**src/hdl/mls_pkg.sv**
```systemverilog
package mls_pkg;
   localparam int MaxRadius  = 6;
   localparam int SampleBits = 24;
   localparam int WeightBits = 16;
   localparam int RadiusBits = 3;
   localparam int CsrIdxBits = 4;
   localparam int CsrDataBits = 16;
   localparam int WeightCount = 7;

   localparam logic [CsrIdxBits-1:0] CsrRadius  = 4'd0;
   localparam logic [CsrIdxBits-1:0] CsrWeight0 = 4'd1;
   localparam logic [CsrIdxBits-1:0] CsrWeightLast = 4'd7;

   typedef enum logic [2:0] {
      ST_IDLE,
      ST_CHECK,
      ST_MAC,
      ST_PREP,
      ST_DIV,
      ST_OUT
   } ctrl_state_type;

   typedef struct packed {
      logic load;      // shift in the accepted word
      logic start_pos; // begin one output position
      logic mac_step;  // one tap
      logic div_start; // begin division
      logic div_step;  // one quotient bit
      logic emit;      // result taken, step the centre back
      logic finish;    // end of word, clear on line end
   } cmd_type;

   typedef struct packed {
      logic pending;   // a position is due for output
      logic mac_done;
      logic div_done;
   } stat_type;
endpackage

```
**src/hdl/mls_ctrl.sv**
```systemverilog
module mls_ctrl (
   input  logic                    clock,
   input  logic                    reset,
   input  logic                    in_valid,
   output logic                    in_ready,
   output logic                    out_valid,
   input  logic                    out_ready,
   input  mls_pkg::stat_type       stat,
   output mls_pkg::cmd_type        cmd
);
   mls_pkg::ctrl_state_type state_ff, state_in;

   always_ff @(posedge clock) begin
      if (reset) begin
         state_ff <= mls_pkg::ST_IDLE;
      end else begin
         state_ff <= state_in;
      end
   end

   always_comb begin
      state_in = state_ff;
      unique case (state_ff)
         mls_pkg::ST_IDLE:  if (in_valid) state_in = mls_pkg::ST_CHECK;
         mls_pkg::ST_CHECK: state_in = stat.pending ? mls_pkg::ST_MAC : mls_pkg::ST_IDLE;
         mls_pkg::ST_MAC:   if (stat.mac_done) state_in = mls_pkg::ST_PREP;
         mls_pkg::ST_PREP:  state_in = mls_pkg::ST_DIV;
         mls_pkg::ST_DIV:   if (stat.div_done) state_in = mls_pkg::ST_OUT;
         mls_pkg::ST_OUT:   if (out_ready) state_in = mls_pkg::ST_CHECK;
         default:           state_in = mls_pkg::ST_IDLE;
      endcase
   end

   always_comb begin
      cmd = '0;
      in_ready = 1'b0;
      out_valid = 1'b0;
      unique case (state_ff)
         mls_pkg::ST_IDLE: begin
            in_ready = 1'b1;
            cmd.load = in_valid;
         end
         mls_pkg::ST_CHECK: begin
            cmd.start_pos = stat.pending;
            cmd.finish = !stat.pending;
         end
         mls_pkg::ST_MAC: cmd.mac_step = 1'b1;
         mls_pkg::ST_PREP: cmd.div_start = 1'b1;
         mls_pkg::ST_DIV: cmd.div_step = 1'b1;
         mls_pkg::ST_OUT: begin
            out_valid = 1'b1;
            cmd.emit = out_ready;
         end
         default: ;
      endcase
   end

   a_out_only_in_out: assert property (@(posedge clock) disable iff (reset)
      out_valid |-> state_ff == mls_pkg::ST_OUT) else $error("out_valid outside output");
   a_no_accept_busy: assert property (@(posedge clock) disable iff (reset)
      (in_ready && out_valid) == 1'b0) else $error("accept while result pending");
   a_mac_to_div: assert property (@(posedge clock) disable iff (reset)
      (state_ff == mls_pkg::ST_MAC && stat.mac_done) |=> state_ff == mls_pkg::ST_PREP)
      else $error("mac did not hand over");
endmodule

```
**config.mk**
```make
export PLATFORM = sky130hd
export DESIGN_NAME = mls_ctrl
export DESIGN_NICKNAME = d
export VERILOG_FILES = /design/src/hdl/mls_pkg.sv /design/src/hdl/mls_ctrl.sv
export SDC_FILE = /design/constraint.sdc
export NUM_CORES = 1
export LEC_CHECK = 0
export BUFFER_PORTS_ARGS = -buffer_cell sky130_fd_sc_hd__buf_2
export CORE_AREA = 5 5 42 44
export DETAILED_ROUTE_END_ITERATION = 7
export DIE_AREA = 0 0 47 49
export SYNTH_ARGS = -nofsm -noshare
export SYNTH_HDL_FRONTEND = slang
export SYNTH_SLANG_ARGS = --single-unit
```
**constraint.sdc**
```tcl
create_clock -name clock -period 1.22 [get_ports clock]
set_clock_uncertainty 0.05 [all_clocks]
set_input_delay 0.122 -clock clock [delete_from_list [all_inputs] [get_ports clock]]
set_output_delay 0.122 -clock clock [all_outputs]
set_load 0.01 [all_outputs]
```
==> metrics.md <==
| Metric | Value |
|---|---|
| Status | `complete, but fails checks` |
| Failing checks | `setup timing` |
| Fin cells | `65` |
| Global-route wire length before repair | `1130 µm` |
| Mapped cell area | `246 µm²` |
| Die area | `2300 µm²` |
| Ys async rst share | `0` |
| GRT Residual Overflow | `0` |
| DP HPWL | `523 µm` |
| Layout cells sized above 1 | `0.612` |
| Initial antenna violation count | `0` |
| Final hold vios | `0` |
| Area occupied by multi-input gates | `163 µm²` |
| Worst-Skew Late Latency | `0.24 ns` |
| Hold WC Path Type | `primary input to register` |
| Setup crit start kind | `register` |
| Sequential fraction of the synthesis area | `0.244` |
| Boundary Pins | `16` |
| Clk sinks | `3` |
| Detailed-route DRC error count | `0` |
| Tmin final | `1.23 ns` |
| Mean Syn Cell Area | `8.50 µm²` |
| RSZ-0062 raised after global routing | `yes` |
| IO Port Bufs | `15` |
| Die W | `47 µm` |
| Pin count of the biggest net entering global routing | `11` |
| DRT Pass-1 Iters | `4` |
| Std-Cell Rows | `14` |
| Vias in the first global route | `280` |
| Placed Instances | `60` |
| Worst VDD drop | `0.000208 V` |
| Worst-Margin Slew | `0.183 ns` |
| Starting Density | `0.176` |
| Fillers | `159` |
| Max-cap violations | `0` |
| Post-synth top flop | `dfxtp_1` |
| Lkg Pwr | `0.188 nW` |
| Initial drt markers | `2` |
| WL final | `716 µm` |
| Final ANT Viol Nets | `0` |
| Sequential cell area | `68.8 µm²` |
| Fmax | `813 MHz` |
| Die Height | `49 µm` |
| Routability Congestion | `0.673` |
| CP endpoint kind | `output pin` |
| P per Cell Area | `1010 nW/µm²` |
| CTS H-tree depth | `1` |
| Synthesis Warnings | `0` |
| Final slew viol count | `0` |
| Max-slew headroom | `0.878` |
| Syn Nets | `36` |
| CP Data Required Time | `1.05 ns` |
| Root Buffer Master | `clkbuf_4` |
| CTS tree | `built` |
| Worst Path Class, Setup | `register to output pin` |
| Top flop regs | `state_ff (3)` |
| Vias | `287` |
| Max reg flops | `3` |
| Period utilization | `1.01` |
| EDFF count, synth | `0` |
| Slowest cell on the critical path | `dfxtp_2` |
| Synthesis-to-layout area growth | `55.8%` |
| Overall Global Routing Usage | `0.0711` |
| Post-route setup slack | `-0.00978 ns` |
| Synth unique cells | `18` |
| Core Area | `1400 µm²` |
| Max Buffers Root-to-Sink | `2` |
| Util after Layout | `0.274` |
| Reg clk slew, reported paths | `0.04 ns` |
| Final #Nets | `57` |
| Number of vias per cell | `4.42` |
| Maximum fanout along the worst path | `3` |
| Drt wl/cell | `11.0 µm` |
| Diodes inserted | `0` |
| Cells along the critical path | `buf_6 -> nor3_4 -> and2_1 -> buf_2` |
| #FFs+latches synth | `3` |
| Slowest cell delay on critical path | `0.33 ns` |
| Num CTS Buffers | `3` |
| Mapped Cells | `29` |
| Final setup viols | `1` |
| Biggest register | `state_ff` |
| WP data arrival | `1.06 ns` |
-- area by class of cell --
type | instances | area share
sequential | 3 | 0.179
clock buffer | 4 | 0.0684
multi-input combinational | 22 | 0.423
inverter | 2 | 0.0195
tap | 16 | 0.0521
timing repair buffer | 18 | 0.257
-- cells in the mapped netlist, types with 2 or more instances --
library cell  number  area (µm²)
buf_6              2        22.5
dfxtp_1            3        60.1
a21oi_1            3        15.0
nor3_2             2        20.0
nor2_1             5        18.8
and3b_1            2        17.5
-- through the flow --
stage / TNS (ns) / power, mW / cell area, µm² / hold WS [ns] / setup WS (ns)
floorplan: 0 / 0.165 / 246 / 0.143 / 0.157
global placement: 0 / 0.200 / 334 / 0.284 / 0.0943
detailed placement: 0 / 0.201 / 334 / 0.284 / 0.0286
CTS: -0.0348 / 0.399 / 383 / 0.0154 / -0.0205
global route: -0.219 / 0.417 / 384 / 0.0289 / -0.0645
finish: -0.00978 / 0.388 / 384 / 0.0246 / -0.00978
-- routing by layer --
layer | vias up | GRT usage | share of wire
met2 | 14 | 0.0995 | 0.45
met3 | 2 | 0.0185 | 0.12
met1 | 130 | 0.0747 | 0.39
li1 | 141 | - | -
met4 | 0 | 0.0829 | 0.034
met5 | - | 0 | 0
-- placed cells by master, fill, tap and decap left out --
master,instances
inv_2,1
dfxtp_2,1
a21oi_1,3
nor4_2,1
and2_1,1
o21ai_1,1
clkbuf_1,1
nand2_1,1
nand2b_1,1
nand2b_4,1
nor3_4,1
dfxtp_4,2
nor3_2,1
buf_4,1
inv_1,1
o22ai_1,1
buf_6,1
a31oi_1,1
nor4b_2,1
buf_2,15
and3b_1,2
nor2_1,5
o21ba_1,1
clkbuf_2,1
clkbuf_4,3
-- worst max-delay path, delay by kind of cell (launching register included) --
kind	cells	cell delay (ns)
flops	1	0.33
simple gates	2	0.25
buf+inv	2	0.24
-- where the power goes --
part           switching, mW  internal (mW)
combinational         0.0432         0.0489
clock                 0.0592          0.123
sequential            0.0109          0.102
-- cell families (layout without fill, tap and decap cells) --
kind of cell | count (synthesis) | in the layout | synth area share
AO/OA/AOI/OAI | 7 | 7 | 0.173
AND/OR/NAND/NOR | 15 | 15 | 0.462
flip-flops | 3 | 3 | 0.244
buffers and inverters | 4 | 24 | 0.122
-- final timing paths --
| check | slack (ns) | from | to | cells after the start |
|---|---|---|---|---|
| setup / recovery | -0.01 | state_ff[0] | cmd[6] | 4 |
| hold / removal | 0.02 | reset | state_ff[1] | 2 |
| setup reg to reg | 0.13 | state_ff[1] | state_ff[1] | 4 |
| hold reg to reg | 0.48 | state_ff[2] | state_ff[1] | 1 |
-- repair_timing --
| item | 4_1_cts | 5_1_grt |
|---|---|---|
| endpoints found under the setup margin | 9 | 7 |
| buffers inserted | 1 | 0 |
| pin swaps | 1 | 1 |
| gates resized for setup | 7 | 1 |
| hold buffers | 0 | 0 |
Note: power is estimated with default switching activity, not from simulation.
