### config.mk
export PLATFORM = sky130hd
export DESIGN_NAME = mls_datapath
export DESIGN_NICKNAME = d
export VERILOG_FILES = /design/src/hdl/mls_pkg.sv /design/src/hdl/mls_datapath.sv
export SDC_FILE = /design/constraint.sdc
export NUM_CORES = 2
export LEC_CHECK = 0
export BUFFER_PORTS_ARGS = -buffer_cell sky130_fd_sc_hd__buf_2
export CELL_PAD_IN_SITES_DETAIL_PLACEMENT = 0
export CELL_PAD_IN_SITES_GLOBAL_PLACEMENT = 2
export CORE_UTILIZATION = 44
export DETAILED_ROUTE_END_ITERATION = 6
export GPL_TIMING_DRIVEN = 0
export PLACE_DENSITY_LB_ADDON = 0.1
export SKIP_LAST_GASP = 1
export SLEW_MARGIN = 30
export SYNTH_ARGS = -nofsm -noshare
export SYNTH_HDL_FRONTEND = slang
export SYNTH_SLANG_ARGS = --single-unit
### constraint.sdc
create_clock -name clock -period 10.8 [get_ports clock]
set_clock_uncertainty 0.05 [all_clocks]
set_input_delay 1.08 -clock clock [delete_from_list [all_inputs] [get_ports clock]]
set_output_delay 1.08 -clock clock [all_outputs]
set_load 0.03 [all_outputs]
### src/hdl/mls_pkg.sv
package mls_pkg;
   localparam int MaxRadius  = 6;
   localparam int SampleBits = 24;
   localparam int WeightBits = 16;
   localparam int RadiusBits = 3;
   localparam int CsrIdxBits = 4;
   localparam int CsrDataBits = 16;
   localparam int WeightCount = 7;

   localparam logic [CsrIdxBits-1:0] CsrRadius  = 4'd0;
   localparam logic [CsrIdxBits-1:0] CsrWeight0 = 4'd1;
   localparam logic [CsrIdxBits-1:0] CsrWeightLast = 4'd7;

   typedef enum logic [2:0] {
      ST_IDLE,
      ST_CHECK,
      ST_MAC,
      ST_PREP,
      ST_DIV,
      ST_OUT
   } ctrl_state_type;

   typedef struct packed {
      logic load;      // shift in the accepted word
      logic start_pos; // begin one output position
      logic mac_step;  // one tap
      logic div_start; // begin division
      logic div_step;  // one quotient bit
      logic emit;      // result taken, step the centre back
      logic finish;    // end of word, clear on line end
   } cmd_type;

   typedef struct packed {
      logic pending;   // a position is due for output
      logic mac_done;
      logic div_done;
   } stat_type;
endpackage

### src/hdl/mls_datapath.sv
module mls_datapath #(
   parameter int MAX_RADIUS  = mls_pkg::MaxRadius,
   parameter int SAMPLE_BITS = mls_pkg::SampleBits
) (
   input  logic                          clock,
   input  logic                          reset,
   input  logic                          csr_write,
   input  logic [mls_pkg::CsrIdxBits-1:0] csr_index,
   input  logic [mls_pkg::CsrDataBits-1:0] csr_data,
   input  logic [SAMPLE_BITS-1:0]        in_sample,
   input  logic                          in_end,
   input  mls_pkg::cmd_type              cmd,
   output mls_pkg::stat_type             stat,
   output logic [SAMPLE_BITS-1:0]        out_smoothed,
   output logic                          out_last
);
   localparam int Depth   = 2 * MAX_RADIUS + 1;
   localparam int CntBits = $clog2(Depth + 1);
   localparam int WB      = mls_pkg::WeightBits;
   localparam int WIdxBits = $clog2(MAX_RADIUS + 1);
   localparam int DenBits = WB + CntBits;
   localparam int NumBits = SAMPLE_BITS + WB + CntBits;
   localparam int QBits   = NumBits;

   logic [SAMPLE_BITS-1:0] win_ff [Depth];
   logic [CntBits-1:0] fill_ff, centre_ff;
   logic [mls_pkg::RadiusBits-1:0] radius_ff;
   logic [WB-1:0] weight_ff [MAX_RADIUS+1];
   logic end_ff;

   logic [CntBits-1:0] eff_r, lim, age_ff, k_ff, hi_ff;
   logic signed [NumBits-1:0] num_ff;
   logic [DenBits-1:0] den_ff;
   logic [QBits-1:0] quo_ff, rem_ff;
   logic neg_ff;
   logic [$clog2(QBits+1)-1:0] bit_ff;
   logic [SAMPLE_BITS-1:0] res_ff;
   logic last_ff;

   always_comb begin
      eff_r = CntBits'(radius_ff);
      if (radius_ff == '0) eff_r = CntBits'(1);
      if (int'(radius_ff) > MAX_RADIUS) eff_r = CntBits'(MAX_RADIUS);
      lim = end_ff ? '0 : eff_r;
   end
   assign stat.pending = centre_ff > lim;

   // tap distance and weight
   logic [CntBits-1:0] tap_dist;
   logic [WB-1:0] tap_w;
   logic [SAMPLE_BITS-1:0] tap_s;
   assign tap_dist = (k_ff > age_ff) ? k_ff - age_ff : age_ff - k_ff;
   assign tap_s = win_ff[k_ff[$clog2(Depth)-1:0]];
   always_comb begin
      tap_w = '0;
      for (int i = 0; i <= MAX_RADIUS; i++)
         if (tap_dist == CntBits'(i)) tap_w = weight_ff[i];
   end
   assign stat.mac_done = (k_ff >= hi_ff);

   logic signed [SAMPLE_BITS+WB:0] prod;
   assign prod = $signed(tap_s) * $signed({1'b0, tap_w});

   logic [QBits-1:0] num_abs;
   assign num_abs = num_ff[NumBits-1] ? QBits'(-num_ff) : QBits'(num_ff);

   logic [QBits:0] trial;
   assign trial = {rem_ff, quo_ff[QBits-1]} - {{(QBits-DenBits+1){1'b0}}, den_ff};
   assign stat.div_done = (bit_ff == '0);

   always_ff @(posedge clock) begin
      if (reset) begin
         radius_ff <= mls_pkg::RadiusBits'(1);
         for (int i = 0; i <= MAX_RADIUS; i++) weight_ff[i] <= '0;
         weight_ff[0] <= '1;
         fill_ff <= '0;
         centre_ff <= '0;
         end_ff <= 1'b0;
         for (int i = 0; i < Depth; i++) win_ff[i] <= '0;
      end else begin
         if (csr_write) begin
            if (csr_index == mls_pkg::CsrRadius)
               radius_ff <= csr_data[mls_pkg::RadiusBits-1:0];
            else if (csr_index >= mls_pkg::CsrWeight0 && csr_index <= mls_pkg::CsrWeightLast
                     && int'(csr_index) - 1 <= MAX_RADIUS)
               weight_ff[WIdxBits'(csr_index - mls_pkg::CsrWeight0)] <= csr_data[WB-1:0];
         end
         if (cmd.load) begin
            for (int i = Depth - 1; i > 0; i--) win_ff[i] <= win_ff[i-1];
            win_ff[0] <= in_sample;
            end_ff <= in_end;
            if (int'(fill_ff) < Depth) fill_ff <= fill_ff + 1'b1;
            if (int'(centre_ff) < Depth) centre_ff <= centre_ff + 1'b1;
         end
         if (cmd.emit) centre_ff <= centre_ff - 1'b1;
         if (cmd.finish && end_ff) begin
            fill_ff <= '0;
            centre_ff <= '0;
            end_ff <= 1'b0;
            for (int i = 0; i < Depth; i++) win_ff[i] <= '0;
         end
      end
   end

   always_ff @(posedge clock) begin
      if (cmd.start_pos) begin
         age_ff <= centre_ff - 1'b1;
         k_ff   <= (centre_ff - 1'b1 > eff_r) ? centre_ff - 1'b1 - eff_r : '0;
         hi_ff  <= (centre_ff - 1'b1 + eff_r > fill_ff - 1'b1) ? fill_ff - 1'b1
                   : centre_ff - 1'b1 + eff_r;
         num_ff <= '0;
         den_ff <= '0;
         last_ff <= end_ff && centre_ff == CntBits'(1);
      end
      if (cmd.mac_step) begin
         if (tap_s != '0 && int'(tap_dist) <= MAX_RADIUS) begin
            num_ff <= num_ff + NumBits'(prod);
            den_ff <= den_ff + DenBits'(tap_w);
         end
         k_ff <= k_ff + 1'b1;
      end
      if (cmd.div_start) begin
         quo_ff <= num_abs;
         rem_ff <= '0;
         neg_ff <= num_ff[NumBits-1];
         bit_ff <= ($clog2(QBits+1))'(QBits);
      end
      if (cmd.div_step && bit_ff != '0) begin
         // restoring division, one quotient bit a cycle
         if (!trial[QBits]) begin
            rem_ff <= trial[QBits-1:0];
            quo_ff <= {quo_ff[QBits-2:0], 1'b1};
         end else begin
            rem_ff <= {rem_ff[QBits-2:0], quo_ff[QBits-1]};
            quo_ff <= {quo_ff[QBits-2:0], 1'b0};
         end
         bit_ff <= bit_ff - 1'b1;
      end
      if (cmd.div_step && bit_ff == '0) begin
         if (den_ff == '0) res_ff <= '0;
         else res_ff <= neg_ff ? SAMPLE_BITS'(-quo_ff) : SAMPLE_BITS'(quo_ff);
      end
   end
   assign out_smoothed = res_ff;
   assign out_last = last_ff;

   a_centre_bound: assert property (@(posedge clock) disable iff (reset)
      int'(centre_ff) <= Depth) else $error("centre out of range");
   a_fill_ge_centre: assert property (@(posedge clock) disable iff (reset)
      centre_ff <= fill_ff) else $error("centre beyond fill");
   a_emit_dec: assert property (@(posedge clock) disable iff (reset)
      cmd.emit && !cmd.load |=> centre_ff == $past(centre_ff) - 1'b1)
      else $error("centre not advanced");
endmodule

==> flow_summary.toml <==
[run_status]
outcome = "completed"

[global_route]
antenna_found_initial = 4
grt_max_degree = 51
gr-total-overflow = 0
grt_usage_pct = 25.6
grt_pass1_wl_um = 215000
grt_pass1_vias = 34877

[die]
start_util_pct = 44.5
core_mm2 = 0.109
die_width_um = 334
dieArea_mm2 = 0.112
ios = 83
rows = 121
die_h_um = 334

[sta]
max-slew-margin-rel_pct = 21.8
grt_setup_unrepaired = "true"
tightestPinTransition_ps = 1140
post-route-min-period_ps = 10320
final-hold-violation-count = 0
slew_viol_final = 0
fin_crit_sh_pct = 95.5
setup_violations = 0
fmax_mhz = 96.9
whs_ps = 409

[logic_synthesis]
avgSynthCellArea_um2 = 10.5
ys_seq_area_share_pct = 37.0
synthArstFlopShare_pct = 0
synth_cell_types = 88
syn_inst = 4636
ys_seq_elements = 636
synth_area_mm2 = 0.0486
synth_edf_count = 524
ys_warn_count = 0
synth_nets = 5323
synth_ff_type = "edfxtp_1"

[setup_path]
startpoint_type = "flip-flop"
arrival_ps = 10800
path_buf_inv = 9
required_ps = 11280
cpPeakStageDelay_ps = 580
cp_common_cell = "fa_1"
crit_type = "flip-flop to flip-flop"
slowest_stage = "fa_1"
crit_family = "adder cells"
end_kind = "flip-flop"
cp_max_fo = 10

[flow_run]
drv_cap = 0

[final_layout]
layout.nets = 5492
drive_gt1_share_pct = 9.09
layout_common_cells = "inv_1 (705), edfxtp_1 (524), fa_1 (451)"
final_common_cell = "inv_1"
syn_to_final_growth_pct = 10.9

[placement]
hpwl_um = 112000
port-buffer-count = 81
routabilityCongestion = 0.899

[route]
drtIter0Drc = 2412
wl_um = 141000
wl_per_cell_um = 22.2
dr.pass1.iters = 5
ant_nets = 0
drc = 0
via_per_inst = 5.33
num_vias = 33818

[clocking]
cts_hold_buf = 0
insertion_delay_ps = 660
cts_buffer_depth = 3
cts-htree-levels = 3
cts_buffers = 74
root_buffer = "clkbuf_16"
cts_tree = "done"
cts.sinks = 636
path_clk_slew_ps = 60

[worst_hold_path]
worstHoldPathType = "flip-flop to flip-flop"
==> flip-flops by register name, indices dropped and copies added, names as in the netlist, named ones only <==
signal        cells
age_ff            4
bit_ff            6
centre_ff         4
den_ff           20
end_ff            1
fill_ff           4
hi_ff             4
k_ff              4
neg_ff            1
num_ff           44
out_last          1
out_smoothed     24
quo_ff           44
radius_ff         3
rem_ff           44
weight_ff       112
win_ff          312
==> tightest hold or removal path, delay by kind of cell, from the launching register on <==
family	cells	cell delay, ps
compound gates	1	50
flops	1	310
simple gates	1	50
==> routing by layer <==
metal | global-route usage, % | up-vias | share of wire, %
met5 | 0 | - | 0
met1 | 33.9 | 16984 | 44
li1 | - | 15869 | -
met2 | 44.3 | 778 | 49
met4 | 7.26 | 0 | 2.6
met3 | 2.92 | 187 | 4.1
==> per-stage QoR <==
step | setup TNS, ps | cell area (um2) | std cells | utilization [%] | setup WS [ps]
6_report | 0 | 53900 | 6341 | 49.4 | 484
3_5_place_dp | -11530 | 51100 | 6202 | 46.8 | -1000
5_1_grt | -15.3 | 53900 | 6340 | 49.4 | -15.3
2_1_floorplan | 0 | 48600 | 4636 | - | 1620
4_1_cts | 0 | 53700 | 6344 | 49.2 | 2.89
3_3_place_gp | -34490 | 50800 | 6193 | 46.6 | -2410
==> worst paths after layout <==
kind         slack [ps]  cells past startpoint                             to                           from
min reg2reg         410                      2  weight_ff[6][10]$_SDFFE_PP0P_  weight_ff[6][10]$_SDFFE_PP0P_
max                 480                     36             num_ff[43]$_DFF_P_              k_ff[0]$_DFFE_PN_
max reg2reg         480                     36             num_ff[43]$_DFF_P_              k_ff[0]$_DFFE_PN_
min                 410                      2  weight_ff[6][10]$_SDFFE_PP0P_  weight_ff[6][10]$_SDFFE_PP0P_
==> synth_stat cells (all sizes together) (112+ instances only) <==
cell    number  area [um2]
nor3       136         686
dfxtp      112        2240
nor2       324        1220
fa         451        9030
inv        706        2650
clkbuf     200         751
edfxtp     524       15700
and2       335        2100
nand3      119         601
nand2      255         960
ha         181        2260
o21ai      170         851
==> layout make-up <==
class | instances | area, um2
tap | 1476 | 1850
timing repair buffer | 101 | 703
clock buffer | 93 | 1970
inverter | 707 | 2650
multi-input combinational | 3050 | 27300
sequential | 636 | 18000
buffer | 235 | 1000
antenna | 1 | 2.50
fill | 10215 | 55300
clock inverter | 42 | 455
==> timing repair <==
action                                  in CTS  in global routing
resized for setup                           37                 48
pin swaps                                    5                  3
buffers inserted                            10                  1
endpoints found under the setup margin      22                 17
==> cells by family after synthesis <==
logic type | count (synthesis) | synth area share (%)
xor+xnor | 161 | 2.90
buf+inv | 950 | 7.49
fa+ha+maj | 633 | 23.3
flops | 636 | 37.0
simple gates | 1545 | 16.7
compound gates | 568 | 7.68
mux | 143 | 5.00
Power is left out: the tool's default activity adds up to more than one toggle a clock period on the data nets, which glitch-free logic cannot reach.
